File: src/hdl/pws_pkg.sv
// Package with shared types and constants of the periodic write scheduler.
`timescale 1ns / 1ps
`default_nettype none
package pws_pkg;
  localparam logic [1:0] KIND_CREATE = 2'd0;
  localparam logic [1:0] KIND_SET    = 2'd1;
  localparam logic [1:0] KIND_PICK   = 2'd2;
  localparam logic [1:0] KIND_STALE  = 2'd3;

  localparam logic [1:0] ST_OK      = 2'd0;
  localparam logic [1:0] ST_FULL    = 2'd1;
  localparam logic [1:0] ST_NONE    = 2'd2;
  localparam logic [1:0] ST_IGNORED = 2'd3;

  localparam logic [1:0] TYPE_WHOLE  = 2'd0;
  localparam logic [1:0] TYPE_TENTHS = 2'd1;

  typedef struct packed {
    logic [1:0]  kind;
    logic [31:0] now_ms;
    logic [3:0]  entry_index;
    logic [15:0] value_tenths;
    logic        force_write;
    logic [1:0]  data_type;
    logic [31:0] period_ms;
    logic [7:0]  slot_id;
    logic [31:0] stale_after_ms;
  } req_t;

  typedef struct packed {
    logic [1:0] status;
    logic [3:0] chosen_index;
    logic [7:0] send_byte;
    logic       blocked;
  } rsp_t;

  // One table entry as stored in the RAM.
  typedef struct packed {
    logic [1:0]  etype;
    logic [31:0] period;
    logic [7:0]  slot;
    logic [31:0] stale_after;
    logic [15:0] value;
    logic        pending;
    logic        valid;
    logic [31:0] last_set;
    logic [31:0] last_send;
  } entry_t;

  localparam int EntryW = $bits(entry_t);

  // Controller commands to the datapath.
  typedef struct packed {
    logic load_req;   // capture request
    logic rd;         // issue RAM read at scan or set index
    logic eval;       // evaluate read data
    logic wr_create;  // write a new entry
    logic wr_update;  // write back evaluated entry
  } cmd_t;

  // Datapath status to the controller.
  typedef struct packed {
    logic [1:0] kind;
    logic       full;
    logic       idx_bad;
    logic       hit;     // evaluated entry matches the request
  } sts_t;
endpackage
`default_nettype wire

File: src/hdl/pws_if.sv
// Valid/ready channel interface carrying one item.
`timescale 1ns / 1ps
`default_nettype none
interface pws_if #(parameter type T = logic) ();
  logic valid;
  logic ready;
  T     data;
  modport source (output valid, output data, input ready);
  modport sink (input valid, input data, output ready);
endinterface
`default_nettype wire

File: src/hdl/pws_ram.sv
// Generic single-port RAM with registered read.
`timescale 1ns / 1ps
`default_nettype none
module pws_ram #(
  parameter int Width = 8,
  parameter int Depth = 16
) (
  input  wire logic                                         clk_i,
  input  wire logic                                         we_i,
  input  wire logic [$clog2((Depth > 1) ? Depth : 2)-1:0]   addr_i,
  input  wire logic [Width-1:0]                             wdata_i,
  output logic      [Width-1:0]                             rdata_o
);
  logic [Width-1:0] mem_q [Depth];
  always_ff @(posedge clk_i) begin
    if (we_i) begin
      mem_q[addr_i] <= wdata_i;
    end
    rdata_o <= mem_q[addr_i];
  end
endmodule
`default_nettype wire

File: src/hdl/pws_datapath.sv
// Datapath: request register, table RAM, entry evaluation and result register.
`timescale 1ns / 1ps
`default_nettype none
module pws_datapath import pws_pkg::*; #(
  parameter int MaxEntries = 16
) (
  input  wire logic clk_i,
  input  wire logic rst_ni,
  input  wire req_t req_i,
  input  wire cmd_t cmd_i,
  input  wire logic [$clog2(MaxEntries+1)-1:0] scan_i,
  output sts_t      sts_o,
  output logic [$clog2(MaxEntries+1)-1:0] count_o,
  output rsp_t      rsp_o
);
  localparam int AW = (MaxEntries > 1) ? $clog2(MaxEntries) : 1;
  localparam int CW = $clog2(MaxEntries+1);

  req_t    req_q;
  logic [CW-1:0] count_q;
  logic [CW-1:0] eidx_q;
  logic [CW-1:0] rd_idx;
  entry_t  rd_ent, upd;
  logic    hit;
  logic    idx_bad;
  logic    we;
  logic [AW-1:0] addr;
  entry_t  wdata;
  logic [15:0] nv;
  logic [31:0] quot_prod;
  logic [31:0] dsend, dset;
  logic [3:0]  idx4;

  // A set value request reads the addressed entry; scans read the scan index.
  assign rd_idx = (req_q.kind == KIND_SET) ? CW'(req_q.entry_index) : scan_i;

  always_ff @(posedge clk_i) begin
    if (cmd_i.load_req) req_q <= req_i;
    if (cmd_i.rd) eidx_q <= rd_idx;
  end

  always_ff @(posedge clk_i or negedge rst_ni) begin
    if (!rst_ni) begin
      count_q <= '0;
    end else if (cmd_i.wr_create) begin
      count_q <= count_q + CW'(1);
    end
  end

  assign count_o = count_q;

  always_comb begin
    // Divide by ten as a multiply by ceil(2^19 / 10) and a shift; exact for 16-bit values.
    quot_prod = 32'(req_q.value_tenths) * 32'd52429;
    nv    = (rd_ent.etype == TYPE_WHOLE) ? {3'b000, quot_prod[31:19]}
                                         : req_q.value_tenths;
    dsend = req_q.now_ms - rd_ent.last_send;
    dset  = req_q.now_ms - rd_ent.last_set;
    upd   = rd_ent;
    hit   = 1'b0;
    case (req_q.kind)
      KIND_SET: begin
        hit = (rd_ent.etype == TYPE_WHOLE) || (rd_ent.etype == TYPE_TENTHS);
        upd.pending  = rd_ent.pending | (nv != rd_ent.value) | req_q.force_write;
        upd.value    = nv;
        upd.valid    = 1'b1;
        upd.last_set = req_q.now_ms;
      end
      KIND_PICK: begin
        hit = (rd_ent.slot == req_q.slot_id) && rd_ent.valid &&
              (rd_ent.pending || ((rd_ent.period != 32'd0) &&
               ((rd_ent.last_send == 32'd0) || (dsend > rd_ent.period))));
        upd.pending   = 1'b0;
        upd.last_send = req_q.now_ms;
      end
      KIND_STALE: begin
        hit = (rd_ent.slot == req_q.slot_id) && (rd_ent.stale_after != 32'd0) &&
              (!rd_ent.valid || (dset >= rd_ent.stale_after));
      end
      default: hit = 1'b0;
    endcase
  end

  always_comb begin
    wdata = upd;
    if (cmd_i.wr_create) begin
      wdata = '0;
      wdata.etype       = req_q.data_type;
      wdata.period      = req_q.period_ms;
      wdata.slot        = req_q.slot_id;
      wdata.stale_after = req_q.stale_after_ms;
    end
  end

  assign we   = cmd_i.wr_create | cmd_i.wr_update;
  assign addr = cmd_i.wr_create ? AW'(count_q) : (cmd_i.rd ? AW'(rd_idx) : AW'(eidx_q));

  pws_ram #(.Width(EntryW), .Depth(MaxEntries)) u_ram (
    .clk_i  (clk_i),
    .we_i   (we),
    .addr_i (addr),
    .wdata_i(wdata),
    .rdata_o(rd_ent)
  );

  assign idx4    = 4'(eidx_q);
  assign idx_bad = (32'(req_q.entry_index) >= 32'(count_q));
  assign sts_o.kind    = req_q.kind;
  assign sts_o.full    = (count_q >= CW'(MaxEntries));
  assign sts_o.idx_bad = idx_bad;
  assign sts_o.hit     = hit;

  // Result register: cleared when a request is captured, filled by controller commands.
  always_ff @(posedge clk_i) begin
    if (cmd_i.load_req) begin
      rsp_o <= '0;
      case (req_i.kind)
        KIND_PICK: rsp_o.status <= ST_NONE;
        default:   rsp_o.status <= ST_OK;
      endcase
    end else if (cmd_i.wr_create) begin
      rsp_o.chosen_index <= 4'(count_q);
    end else if (cmd_i.eval) begin
      case (req_q.kind)
        KIND_CREATE: rsp_o.status <= ST_FULL;
        KIND_SET: begin
          if (hit && !idx_bad) rsp_o.chosen_index <= idx4;
          else rsp_o.status <= ST_IGNORED;
        end
        KIND_PICK: if (hit) begin
          rsp_o.status       <= ST_OK;
          rsp_o.chosen_index <= idx4;
          rsp_o.send_byte    <= (rd_ent.value > 16'd255) ? 8'hFF : rd_ent.value[7:0];
        end
        KIND_STALE: if (hit) rsp_o.blocked <= 1'b1;
        default: ;
      endcase
    end
  end
endmodule
`default_nettype wire

File: src/hdl/pws_ctrl.sv
// Controller state machine sequencing the table scan.
`timescale 1ns / 1ps
`default_nettype none
module pws_ctrl import pws_pkg::*; #(
  parameter int MaxEntries = 16
) (
  input  wire logic clk_i,
  input  wire logic rst_ni,
  input  wire logic in_valid_i,
  output logic      in_ready_o,
  output logic      out_valid_o,
  input  wire logic out_ready_i,
  input  wire sts_t sts_i,
  input  wire logic [$clog2(MaxEntries+1)-1:0] count_i,
  output cmd_t      cmd_o,
  output logic [$clog2(MaxEntries+1)-1:0] scan_o
);
  localparam int CW = $clog2(MaxEntries+1);
  typedef enum logic [2:0] {S_IDLE, S_DECODE, S_READ, S_WAIT, S_EVAL, S_DONE} state_e;

  state_e state_q, state_d;
  logic [CW-1:0] scan_q, scan_d;
  logic out_valid_q, out_valid_d;
  logic [1:0] kind;

  assign kind = sts_i.kind;
  assign in_ready_o  = (state_q == S_IDLE) && !out_valid_q;
  assign out_valid_o = out_valid_q;
  assign scan_o = scan_q;

  always_comb begin
    state_d = state_q;
    scan_d  = scan_q;
    out_valid_d = out_valid_q;
    cmd_o   = '0;
    if (out_valid_q && out_ready_i) out_valid_d = 1'b0;
    case (state_q)
      S_IDLE: if (in_valid_i && in_ready_o) begin
        cmd_o.load_req = 1'b1;
        state_d = S_DECODE;
      end
      S_DECODE: begin
        case (kind)
          KIND_CREATE: begin
            if (!sts_i.full) cmd_o.wr_create = 1'b1;
            else cmd_o.eval = 1'b1;
            state_d = S_DONE;
          end
          KIND_SET: begin
            if (sts_i.idx_bad) begin
              cmd_o.eval = 1'b1;
              state_d = S_DONE;
            end else begin
              scan_d = '0;
              state_d = S_READ;
            end
          end
          default: begin
            scan_d = '0;
            state_d = (count_i == '0) ? S_DONE : S_READ;
          end
        endcase
      end
      S_READ: begin
        state_d = S_WAIT;
      end
      S_WAIT: state_d = S_EVAL;
      S_EVAL: begin
        cmd_o.eval = 1'b1;
        if (kind == KIND_SET) begin
          if (sts_i.hit) cmd_o.wr_update = 1'b1;
          state_d = S_DONE;
        end else if (sts_i.hit) begin
          if (kind == KIND_PICK) cmd_o.wr_update = 1'b1;
          state_d = S_DONE;
        end else if (scan_q + CW'(1) >= count_i) begin
          state_d = S_DONE;
        end else begin
          scan_d = scan_q + CW'(1);
          state_d = S_READ;
        end
      end
      S_DONE: begin
        out_valid_d = 1'b1;
        state_d = S_IDLE;
      end
      default: state_d = S_IDLE;
    endcase
    if (state_q == S_READ) cmd_o.rd = 1'b1;
  end

  always_ff @(posedge clk_i or negedge rst_ni) begin
    if (!rst_ni) begin
      state_q <= S_IDLE;
      scan_q  <= '0;
      out_valid_q <= 1'b0;
    end else begin
      state_q <= state_d;
      scan_q  <= scan_d;
      out_valid_q <= out_valid_d;
    end
  end
endmodule
`default_nettype wire

File: src/hdl/periodic_write_scheduler_top.sv
// Top level of the periodic write scheduler.
//
// Usage: requests arrive as items on req (valid/ready), one result item per
// request leaves on rsp. A request kind creates a table entry, sets an entry
// value, picks the next entry of a slot to be written, or asks whether a slot
// is blocked by a stale entry.
// The table lives in one single-port RAM; entries are read one per scan
// step, and each step issues the address, waits for the registered read and evaluates.
// A create request goes from decode straight to the result; a set value request
// reads its one entry, unless it is ignored at decode for a bad index; a pick or
// stale query scans the entries in order until one matches, reading at most
// as many entries as have been created (up to MAX_ENTRIES).
// One request is handled at a time; a new request is taken only once the
// previous result item has been taken by the receiver, at the earliest in the
// cycle after that. While the receiver stalls, the result item holds and req stays
// not ready.
// Reset clears the entry count and the control state; the table contents
// need no clearing because only created entries are ever read.
`timescale 1ns / 1ps
`default_nettype none
module periodic_write_scheduler_top import pws_pkg::*; #(
  parameter int MAX_ENTRIES = 16
) (
  input wire logic clk_i,
  input wire logic rst_ni,
  pws_if.sink      req,
  pws_if.source    rsp
);
  localparam int CW = $clog2(MAX_ENTRIES+1);

  cmd_t cmd;
  sts_t sts;
  logic [CW-1:0] scan, count;

  // The controller only sequences; request, table and result storage sit in the datapath.
  pws_ctrl #(.MaxEntries(MAX_ENTRIES)) u_ctrl (
    .clk_i      (clk_i),
    .rst_ni     (rst_ni),
    .in_valid_i (req.valid),
    .in_ready_o (req.ready),
    .out_valid_o(rsp.valid),
    .out_ready_i(rsp.ready),
    .sts_i      (sts),
    .count_i    (count),
    .cmd_o      (cmd),
    .scan_o     (scan)
  );

  pws_datapath #(.MaxEntries(MAX_ENTRIES)) u_dp (
    .clk_i  (clk_i),
    .rst_ni (rst_ni),
    .req_i  (req.data),
    .cmd_i  (cmd),
    .scan_i (scan),
    .sts_o  (sts),
    .count_o(count),
    .rsp_o  (rsp.data)
  );
endmodule
`default_nettype wire
File: src/flat_wrapper.sv
// flat-port wrapper written by rule: the top's interface ports become plain ports
module periodic_write_scheduler_top_flat import pws_pkg::*;
#(
  parameter int MAX_ENTRIES = 16
)
  (clk_i, rst_ni, req_valid, req_data, req_ready, rsp_valid, rsp_data, rsp_ready);
  pws_if req_i ();
  pws_if rsp_i ();
  input wire logic clk_i;
  input wire logic rst_ni;
  input wire logic [$bits(req_i.valid)-1:0] req_valid;
  input wire logic [$bits(req_i.data)-1:0] req_data;
  output wire logic [$bits(req_i.ready)-1:0] req_ready;
  output wire logic [$bits(rsp_i.valid)-1:0] rsp_valid;
  output wire logic [$bits(rsp_i.data)-1:0] rsp_data;
  input wire logic [$bits(rsp_i.ready)-1:0] rsp_ready;
  assign req_i.valid = req_valid;
  assign req_i.data = req_data;
  assign req_ready = req_i.ready;
  assign rsp_valid = rsp_i.valid;
  assign rsp_data = rsp_i.data;
  assign rsp_i.ready = rsp_ready;
  periodic_write_scheduler_top #(.MAX_ENTRIES(MAX_ENTRIES)) u_core (.clk_i(clk_i), .rst_ni(rst_ni), .req(req_i), .rsp(rsp_i));
endmodule
File: config.mk
export PLATFORM = sky130hd
export DESIGN_NAME = periodic_write_scheduler_top_flat
export DESIGN_NICKNAME = d
export VERILOG_FILES = /design/src/hdl/pws_pkg.sv /design/src/hdl/pws_if.sv /design/src/hdl/pws_ram.sv /design/src/hdl/pws_datapath.sv /design/src/hdl/pws_ctrl.sv /design/src/hdl/periodic_write_scheduler_top.sv /design/src/flat_wrapper.sv
export SDC_FILE = /design/constraint.sdc
export NUM_CORES = 1
export LEC_CHECK = 0
export BUFFER_PORTS_ARGS = -buffer_cell sky130_fd_sc_hd__buf_2
export CAP_MARGIN = 25
export CORE_ASPECT_RATIO = 1.2
export CORE_MARGIN = 2
export CORE_UTILIZATION = 50
export DETAILED_ROUTE_END_ITERATION = 8
export PLACE_DENSITY = 0.74
export SYNTH_ARGS = -nofsm -noshare
export SYNTH_HDL_FRONTEND = slang
export SYNTH_SLANG_ARGS = --single-unit
File: constraint.sdc
create_clock -name clk_i -period 2.03 [get_ports clk_i]
set_clock_uncertainty 0.15 [all_clocks]
set_input_delay 0.1015 -clock clk_i [delete_from_list [all_inputs] [get_ports clk_i]]
set_output_delay 0.1015 -clock clk_i [all_outputs]
set_load 0.02 [all_outputs]
==> impl_results.md, run 1 <==
* Run status: complete, but fails checks
* Failing checks: negative setup slack
* Nature of the critical path endpoint: register
* Fin crit period at 2.19 ns
* Synth Register Bits at 14
* Post-synthesis sequential area ratio at 0.438
* GR Overflow Total at 0
* Max_cap viols at 0
* Vias in the first global route at ~570
* Cells on worst reg2reg path at 8
* Slowest cell on the critical path: dfrtp_1
* Antenna viol nets, final at 0
* H-tree levels at 1
* Clk sinks at 14
* Synth top area share at 0.438
* DR vias at 567
* Startpoint types: register
* Mean Syn Cell Area at 11.0 um^2
* Initial Util at 0.547
* Via density per instance at 5.25
* Pwr dens at 1730 nW/um^2
* Crit path kind: register to register
* CTS tree: built
* Antenna violations before repair at 0
* Non-filler cells, final at around 110
* I/O pins at 8
* Worst path bufs/invs at 0
* GRT Overall Usage at 0.182
* Syn Inst Count at 73
* Fmax at 457 MHz
* Worst Path Required at 2.06 ns
* Post-Syn Area at around 800 um^2
* Clock Pin Slew Worst Setup and Hold Paths at 0.09 ns
* Count of cell types in the netlist at 29
* Final Max Tran Viols at 0
* Power, Total at 1.72 mW
* Clk buf depth at 2
* First-pass GRT wire length at 2240 um
* Final worst-path cycle share at 1.08
* Yosys warns at 0
* Buffers added on ports at 5
* Final core utilization at 0.679
* TritonCTS Buffers at 3
* Min-Delay Path Class: primary input to async pin
* # diodes at 0
* Top cell family by delay on the critical path: adder cells
* P&R area growth vs syn at 24.2%
* Gpl congestion at 0.691
* Routed wire length at ~1400 um
* Die Wd at between 40 and 50 um
* RSZ-0062 raised after global routing: yes
* CP Data Arrival Time at 2.21 ns
* Crit path depth at 8
* Share of layout cells above drive strength 1 at 0.319
* Placed inst area at 892 um^2
* Setup WS post-layout at -0.158 ns
* Post-route cell area at a little under 1000 um^2
* Final hold violations at 0
* Nets@finish at 104
* First DRT Iteration DRCs at 4
* Synth area leader: dfrtp_1
* CP Cell Sequence: ha_4 > nand3_4 > xnor2_2 > ha_1 > a21oi_2 > nand2_2 > a31oi_4 > mux2_4
* Setup Viol. Count Final at 7
* DP HPWL at 1020 um
* Placed Cells at 100
* Pin count of the biggest net entering global routing at 15
* Detailed-route DRC error count at 0
* Tightest hold margin at roughly 0.090 ns
* Pre-CTS setup slack at -0.156 ns
* Standard-cell row count at 15
* Fin Setup TNS at -0.491 ns
* Die area at 1940 um^2
* Pre-Repair DR Iteration Count at 3
* WL/cell at 13.0 um
* Synthesized Nets at 85
* Core footprint at 1460 um^2
* Clock Tree Root: clkbuf_4
* CP peak stage delay at 0.40 ns
* CP Max Fanout at 5
* Reported leakage power at ~0.47 nW
* VDD IR max at ~0.00074 V
* Clk Latency, worst-skew pair at 0.29 ns
* Die Y at 47.8 um
* Area contributors post-synth: dfrtp_1, ha_1, xnor2_1
## timing repair
item / in CTS / in global routing
buffers inserted: 1 / 1
endpoints found under the hold margin: 16 / 0
setup endpoints to repair: 8 / 8
hold buffers: 3 / 0
resized for setup: 0 / 7
cloned: 0 / 0
pin swaps: 3 / 5
## kinds of logic after synthesis
kind of cell	after synthesis	synth area share
AO/OA/AOI/OAI	12	0.114
XOR/XNOR	10	0.109
adder cells (fa/ha/maj)	7	0.109
buffers and inverters	7	0.0375
flip-flops	14	0.438
multiplexers	1	0.0187
other	1	0.00468
AND/OR/NAND/NOR	21	0.169
## state kept, by name, summed over array words and instances, names as in the netlist
name,cells
u_core.u_ctrl.scan_o,5
u_core.u_dp.count_o,5
u_core.u_ctrl.state_q,3
u_core.u_ctrl.out_valid_o,1
## final timing paths
check	startpoint	end	slack (ns)
worst max-delay path	u_core.u_ctrl.scan_o[1]	u_core.u_ctrl.scan_o[1]	-0.16
worst min-delay path	rst_ni	u_core.u_dp.count_o[4]	0.09
worst max register to register	u_core.u_ctrl.scan_o[1]	u_core.u_ctrl.scan_o[1]	-0.16
worst min register to register	u_core.u_dp.count_o[3]	u_core.u_dp.count_o[3]	0.36
max in group asynchronous	rst_ni	u_core.u_dp.count_o[1]	1.40
min in group clk_i	u_core.u_dp.count_o[3]	u_core.u_dp.count_o[3]	0.36
## cell usage in the layout, fill, tap and decap left out, drive strengths merged
master,instances
nand3b,1
nor3b,1
mux2,1
nand4,1
buf,12
nand2b,3
a41o,1
inv,6
a21oi,3
conb,1
a31oi,1
nor4,1
xor2,3
ha,7
o21ai,5
and3,1
a21o,1
dlygate4sd3,3
a211oi,1
dfrtp,14
xnor2,7
clkbuf,4
or2b,1
nand3,2
nor2b,1
nor3,1
nand2,7
and2b,1
## cell usage after synthesis, drive strengths merged
| cell type | number |
|---|---|
| dfrtp | 14 |
| ha | 7 |
| nand2 | 7 |
| xnor2 | 7 |
| inv | 6 |
| o21ai | 5 |
| a21oi | 3 |
| nand2b | 3 |
| xor2 | 3 |
| nand3 | 2 |
| a211oi | 1 |
| a21o | 1 |
| a31oi | 1 |
| a41o | 1 |
| and2b | 1 |
| and3 | 1 |
| buf | 1 |
| conb | 1 |
| mux2 | 1 |
| nand3b | 1 |
| nand4 | 1 |
| nor2b | 1 |
| nor3 | 1 |
| nor3b | 1 |
| nor4 | 1 |
| or2b | 1 |
## area by class of cell
| class | instances | area [um^2] |
|---|---|---|
| fill | 119 | 469 |
| multi-input combinational | 52 | 457 |
| sequential | 14 | 350 |
| timing repair buffer | 15 | 108 |
| clock buffer | 4 | 36.3 |
| inverter | 6 | 22.5 |
| tap | 17 | 21.3 |
## worst register-to-register path, cell delays in order (launching register included)
cell     delay [ns]
dfrtp_1        0.40
ha_4           0.18
nand3_4        0.08
xnor2_2        0.14
ha_1           0.30
a21oi_2        0.18
nand2_2        0.08
a31oi_4        0.24
mux2_4         0.32
## where the power goes
part / switching, mW / internal (mW) / leakage, nW
registers: 0.154 / 0.406 / 0.175
logic: 0.467 / 0.492 / 0.274
clock network: 0.0963 / 0.109 / 0.0210
## metal layers
metal	vias up	GRT usage	part of all wire
li1	285	-	-
met1	268	0.192	0.45
met2	9	0.314	0.48
met3	5	0.0279	0.026
met4	0	0.140	0.035
met5	-	0	0
(Power assumes the default switching activity.)
==> run 2, diff against run 1 <==
- PLACE_DENSITY: 0.74 -> 0.69
==> impl_results.md, run 2 (synthesis results as in run 1) <==
* Run status: complete, but fails checks
* Failing checks: negative setup slack
* Placed inst area at 892 um^2 (unchanged)
* Min-Delay Path Class: primary input to async pin
* Antenna violations before repair at 0 (unchanged)
* Buffers added on ports at 5 (unchanged)
* Post-route cell area at 988 um^2 (-0.63%)
* Die area at 1940 um^2 (unchanged)
* CTS tree: built
* Crit path kind: register to register
* Fin crit period at 2.14 ns (-0.0509 ns)
* Routed wire length at 1280 um (-8.9%)
* VDD IR max at 0.00100 V (+37%)
* CP Data Arrival Time at 2.16 ns (-0.05 ns)
* Antenna viol nets, final at 0 (unchanged)
* WL/cell at 12.0 um (-8.1%)
* Clock Tree Root: clkbuf_4
* CP Max Fanout at 5 (unchanged)
* Clk sinks at 14 (unchanged)
* Vias in the first global route at 546 (-3.5%)
* Worst path bufs/invs at 0 (unchanged)
* Worst R2R Start: u_core.u_ctrl.scan_o[1]
* Detailed-route DRC error count at 0 (unchanged)
* Die Wd at 40.5 um (unchanged)
* Initial Util at 0.547 (unchanged)
* DR vias at 552 (-2.6%)
* Setup WS post-layout at -0.107 ns (+0.0509 ns)
* Top cell family by delay on the critical path: adder cells
* DP HPWL at 917 um (-10%)
* Startpoint types: register
* Share of layout cells above drive strength 1 at 0.322 (+0.00354)
* Fmax at 468 MHz (+2.4%)
* Gpl congestion at 0.630 (-8.8%)
* Core footprint at 1460 um^2 (unchanged)
* I/O pins at 8 (unchanged)
* CP peak stage delay at 0.41 ns (about the same)
* Commonest non-fill, non-tap cell in the layout: dfrtp_1
* Cells on worst reg2reg path at 7 (-1)
* Worst Setup EP: u_core.u_ctrl.scan_o[1]
* Clk Latency, worst-skew pair at 0.28 ns (about the same)
* First DRT Iteration DRCs at 9 (+5)
* Nature of the critical path endpoint: register
* First-pass GRT wire length at 2210 um (-1.2%)
* RSZ-0062 raised after global routing: yes
* Crit path depth at 7 (-1)
* Via density per instance at 5.16 (-1.7%)
* Final hold violations at 0 (unchanged)
* Die Y at 47.8 um (unchanged)
* Clk buf depth at 2 (unchanged)
* Commonest cells after routing, fill and taps aside: dfrtp_1, xnor2_1
* CP Cell Sequence: ha_4 > xor2_1 > ha_1 > a21oi_2 > o21ai_2 > a31oi_4 > mux2_4
* TritonCTS Buffers at 3 (unchanged)
* Final Max Tran Viols at 0 (unchanged)
* GRT Overall Usage at 0.179 (-0.00224)
* Pre-Repair DR Iteration Count at 4 (+1)
* Setup Viol. Count Final at 7 (unchanged)
* Pwr dens at 1760 nW/um^2 (+1.6%)
* R2R setup slack at -0.11 ns (+0.05 ns)
* GR Overflow Total at 0 (unchanged)
* # diodes at 0 (unchanged)
* Clock Pin Slew Worst Setup and Hold Paths at 0.08 ns (about the same)
* Reported leakage power at 0.459 nW (-2.2%)
* P&R area growth vs syn at 23.4%
* Crit path launch: u_core.u_ctrl.scan_o[1]
* Pre-CTS setup slack at -0.119 ns (+0.0375 ns)
* Nets@finish at 103 (-0.96%)
* Standard-cell row count at 15 (unchanged)
* Slowest cell on the critical path: dfrtp_1
* Worst R2R End: u_core.u_ctrl.scan_o[1]
* Max_cap viols at 0 (unchanged)
* H-tree levels at 1 (unchanged)
* Worst Path Required at 2.06 ns (about the same)
* Pin count of the biggest net entering global routing at 15 (unchanged)
* Final worst-path cycle share at 1.05 (-0.0251)
[run 2: worst min-delay path by stage]
stage | start | to | slack (ns) | depth (start not counted)
floorplan | rst_ni | u_core.u_ctrl.out_valid_o | -0.34 | 0
global placement | rst_ni | u_core.u_ctrl.state_q[0] | -0.14 | 1
detailed placement | rst_ni | u_core.u_ctrl.out_valid_o | -0.14 | 1
CTS | rst_ni | u_core.u_ctrl.state_q[0] | 0.09 | 2
global route | rst_ni | u_core.u_ctrl.out_valid_o | 0.13 | 2
finish | rst_ni | u_core.u_ctrl.state_q[0] | 0.08 | 2
[run 2: stage by stage]
stage | cells | hold WS (ns) | utilization | total power, mW | setup TNS (ns)
final | 107 | 0.0846 | 0.675 | 1.74 | -0.250
after global routing | 107 | 0.129 | 0.675 | 1.91 | -1.23
after CTS | 107 | 0.0883 | 0.667 | 1.72 | -0.456
after detailed placement | 100 | -0.136 | 0.609 | 1.42 | -0.402
after global placement | 100 | -0.138 | 0.609 | 1.39 | -0.302
after floorplan | 73 | -0.344 | - | 1.18 | -0.337
[run 2: report_power, final]
part	internal [mW]	total, mW	leakage [nW]	switching [mW]
Clock	0.109	0.201	0.0210	0.0921
Sequential	0.406	0.550	0.175	0.144
Combinational	0.518	0.989	0.264	0.472
Total	1.03	1.74	0.459	0.707
[run 2: layout make-up]
type                            instances  area, um^2
Fill cell                             118         475
Multi-Input combinational cell         52         458
Sequential cell                        14         350
Timing Repair Buffer                   14         100
Clock buffer                            4        36.3
Inverter                                6        22.5
Tap cell                               17        21.3
[run 2: what timing repair did]
action | in CTS | in global routing
setup buffers | 0 | 0
endpoints found under the setup margin | 8 | 8
resized for setup | 3 | 2
pin swaps | 4 | 2
hold buffers | 3 | 0
hold endpoints to repair | 16 | 0
gates cloned | 0 | 0
[run 2: per-layer routing]
metal / GRT usage / routed length, um
met1: 0.194 / 526
met2: 0.305 / 683
met3: 0.0419 / 34
met4: 0.120 / 38
met5: 0 / 0
==> run 3, diff against run 2 <==
- PLACE_DENSITY: 0.69 -> 0.8
==> impl_results.md, run 3 (synthesis results as in run 1) <==
* First DRT Iteration DRCs at 6 (-3)
* Grt peak-use layer: met2
* CP peak stage delay at 0.40 ns (about the same)
* Nature of the critical path endpoint: register
* I/O pins at 8 (unchanged)
* Commonest cells after routing, fill and taps aside: dfrtp_1, xnor2_1, nand2_1, ha_1, buf_4
* Sequential share of power at 0.319 (+0.003)
* R2R setup slack at -0.17 ns (-0.07 ns)
* Via density per instance at 5.18 (+0.33%)
* Die Y at 47.8 um (unchanged)
* Sequential cell area at 350 um^2 (unchanged)
* Power, Total at 1.76 mW (+1.1%)
* Placed inst area at 892 um^2 (unchanged)
* GR Util met1 at 0.188 (-0.00569)
* GRT Overall Usage at 0.183 (+0.00388)
* Fmax at 454 MHz (-3.1%)
* Clk Latency, worst-skew pair at 0.28 ns (about the same)
* Final worst-path cycle share at 1.09 (+0.0335)
* Worst Path Required at 2.06 ns (about the same)
* Setup Viol. Count Final at 6 (-1)
* Cells on worst reg2reg path at 8 (+1)
* TritonCTS Buffers at 3 (unchanged)
* Switching power at 0.723 mW (+2.2%)
* Core footprint at 1460 um^2 (unchanged)
* Startpoint types: register
* Clock Tree Root: clkbuf_4
* WL/cell at 13.1 um (+9.0%)
* Power Internal at 1.04 mW (+0.31%)
* Met3 usage at 0.0279 (-0.0140)
* Net Sw Frac at 0.411 (+0.00457)
* Clk sinks at 14 (unchanged)
* Worst R2R End: u_core.u_ctrl.scan_o[1]
* Final hold violations at 0 (unchanged)
* First-pass GRT wire length at 2280 um (+3.1%)
* Nets@finish at 104 (+0.97%)
* Detailed-route DRC error count at 0 (unchanged)
* Met2 global-route usage at 0.324 (+0.0190)
* Clk pwr share at 0.114 (-0.002)
* Clock Pin Slew Worst Setup and Hold Paths at 0.09 ns (about the same)
* Gpl congestion at 0.761 (+21%)
* Setup WS post-layout at -0.175 ns (-0.0680 ns)
* Antenna viol nets, final at 0 (unchanged)
* Buffers added on ports at 5 (unchanged)
* Commonest non-fill, non-tap cell in the layout: dfrtp_1
* DP HPWL at 999 um (+9.0%)
* Worst R2R Start: u_core.u_ctrl.scan_o[0]
* Area of the multi-input gates at 462 um^2 (+0.82%)
* Standard-cell row count at 15 (unchanged)
* Crit path kind: register to register
* Max_cap viols at 0 (unchanged)
* P&R area growth vs syn at 25.3%
* Pin count of the biggest net entering global routing at 15 (unchanged)
* Routed wire length at 1410 um (+10%)
* Pre-Repair DR Iteration Count at 4 (unchanged)
* Vias in the first global route at 583 (+6.8%)
* CP Max Fanout at 5 (unchanged)
* Slowest cell on the critical path: dfrtp_1
* Fillers at 102 (-14%)
* Pwr dens at 1750 nW/um^2 (-0.43%)
* Reported leakage power at 0.471 nW (+2.5%)
* Failing checks: negative setup slack
* DR vias at 559 (+1.3%)
* Share of layout cells above drive strength 1 at 0.330 (+0.00745)
* Clk buf depth at 2 (unchanged)
* Fin Setup TNS at -0.550 ns (-0.300 ns)
* Die area at 1940 um^2 (unchanged)
* Comb pwr share at 0.567 (about the same)
* Post-route cell area at 1000 um^2 (+1.5%)
* Final Max Tran Viols at 0 (unchanged)
* RSZ-0062 raised after global routing: yes
* # diodes at 0 (unchanged)
* VDD IR max at 0.00103 V (+2.1%)
* Antenna violations before repair at 0 (unchanged)
* Initial Util at 0.547 (unchanged)
* CP Data Arrival Time at 2.23 ns (+0.07 ns)
* H-tree levels at 1 (unchanged)
* GR Overflow Total at 0 (unchanged)
* CTS tree: built
* Min-Delay Path Class: primary input to async pin
* Run status: complete, but fails checks
* Fin crit period at 2.20 ns (+0.0680 ns)
* Die Wd at 40.5 um (unchanged)
* CP Cell Sequence: ha_4 > nand3_4 > xnor2_2 > ha_1 > a21oi_2 > nand2_2 > a31oi_4 > mux2_4
run 3: final cells by class:
type / instances / share of cell area
timing repair buffer: 15 / 0.111
inverter: 6 / 0.0224
clock buffer: 4 / 0.0362
tap: 17 / 0.0212
multi-input combinational: 52 / 0.460
sequential: 14 / 0.349
run 3: worst max path at each step:
stage	slack [ns]	startpoint	cells past startpoint	endpoint
3_5_place_dp	-0.15	u_core.u_ctrl.scan_o[0]	8	u_core.u_ctrl.scan_o[1]
4_1_cts	-0.15	u_core.u_ctrl.scan_o[0]	8	u_core.u_ctrl.scan_o[1]
2_1_floorplan	-0.16	u_core.u_ctrl.scan_o[0]	8	u_core.u_ctrl.scan_o[1]
5_1_grt	-0.27	u_core.u_ctrl.scan_o[0]	8	u_core.u_ctrl.scan_o[1]
3_3_place_gp	-0.13	u_core.u_ctrl.scan_o[0]	8	u_core.u_ctrl.scan_o[1]
6_report	-0.17	u_core.u_ctrl.scan_o[0]	8	u_core.u_ctrl.scan_o[1]
run 3: power groups by stage:
stage | Clock, mW | Combinational [mW] | Sequential [mW]
6_report | 0.201 | 0.997 | 0.561
3_5_place_dp | 0 | 0.886 | 0.550
5_1_grt | 0.219 | 1.11 | 0.584
3_3_place_gp | 0 | 0.853 | 0.543
4_1_cts | 0.205 | 0.965 | 0.564
2_1_floorplan | 0 | 0.637 | 0.541
run 3: metrics by stage:
stage | instances | worst slack, ns | hold WS (ns) | util
finish | 108 | -0.175 | 0.0856 | 0.685
global route | 108 | -0.265 | 0.123 | 0.685
CTS | 109 | -0.152 | 0.0896 | 0.685
detailed placement | 100 | -0.145 | -0.132 | 0.609
global placement | 100 | -0.132 | -0.142 | 0.609
floorplan | 73 | -0.161 | -0.344 | -
run 3: critical path: cells and delay by family (launching register included):
kind / cells / cell delay, ns
DFF: 1 / 0.40
adders and majority gates: 2 / 0.50
AOI/OAI and AO/OA: 2 / 0.40
and+or+nand+nor: 2 / 0.17
muxes: 1 / 0.32
xor gates and xnor gates: 1 / 0.15
run 3: per-layer routing:
layer | share of wire | wire length [um] | up-vias
met5 | 0 | 0 | -
met2 | 0.53 | 753 | 9
li1 | - | - | 281
met3 | 0.020 | 28 | 5
met4 | 0.033 | 47 | 0
met1 | 0.41 | 583 | 264
run 3: what timing repair did:
item	4_1_cts	5_1_grt
gates resized for setup	4	5
buffers inserted	2	1
hold buffers	3	0
endpoints found under the hold margin	16	0
pin swaps	6	3
endpoints found under the setup margin	8	8
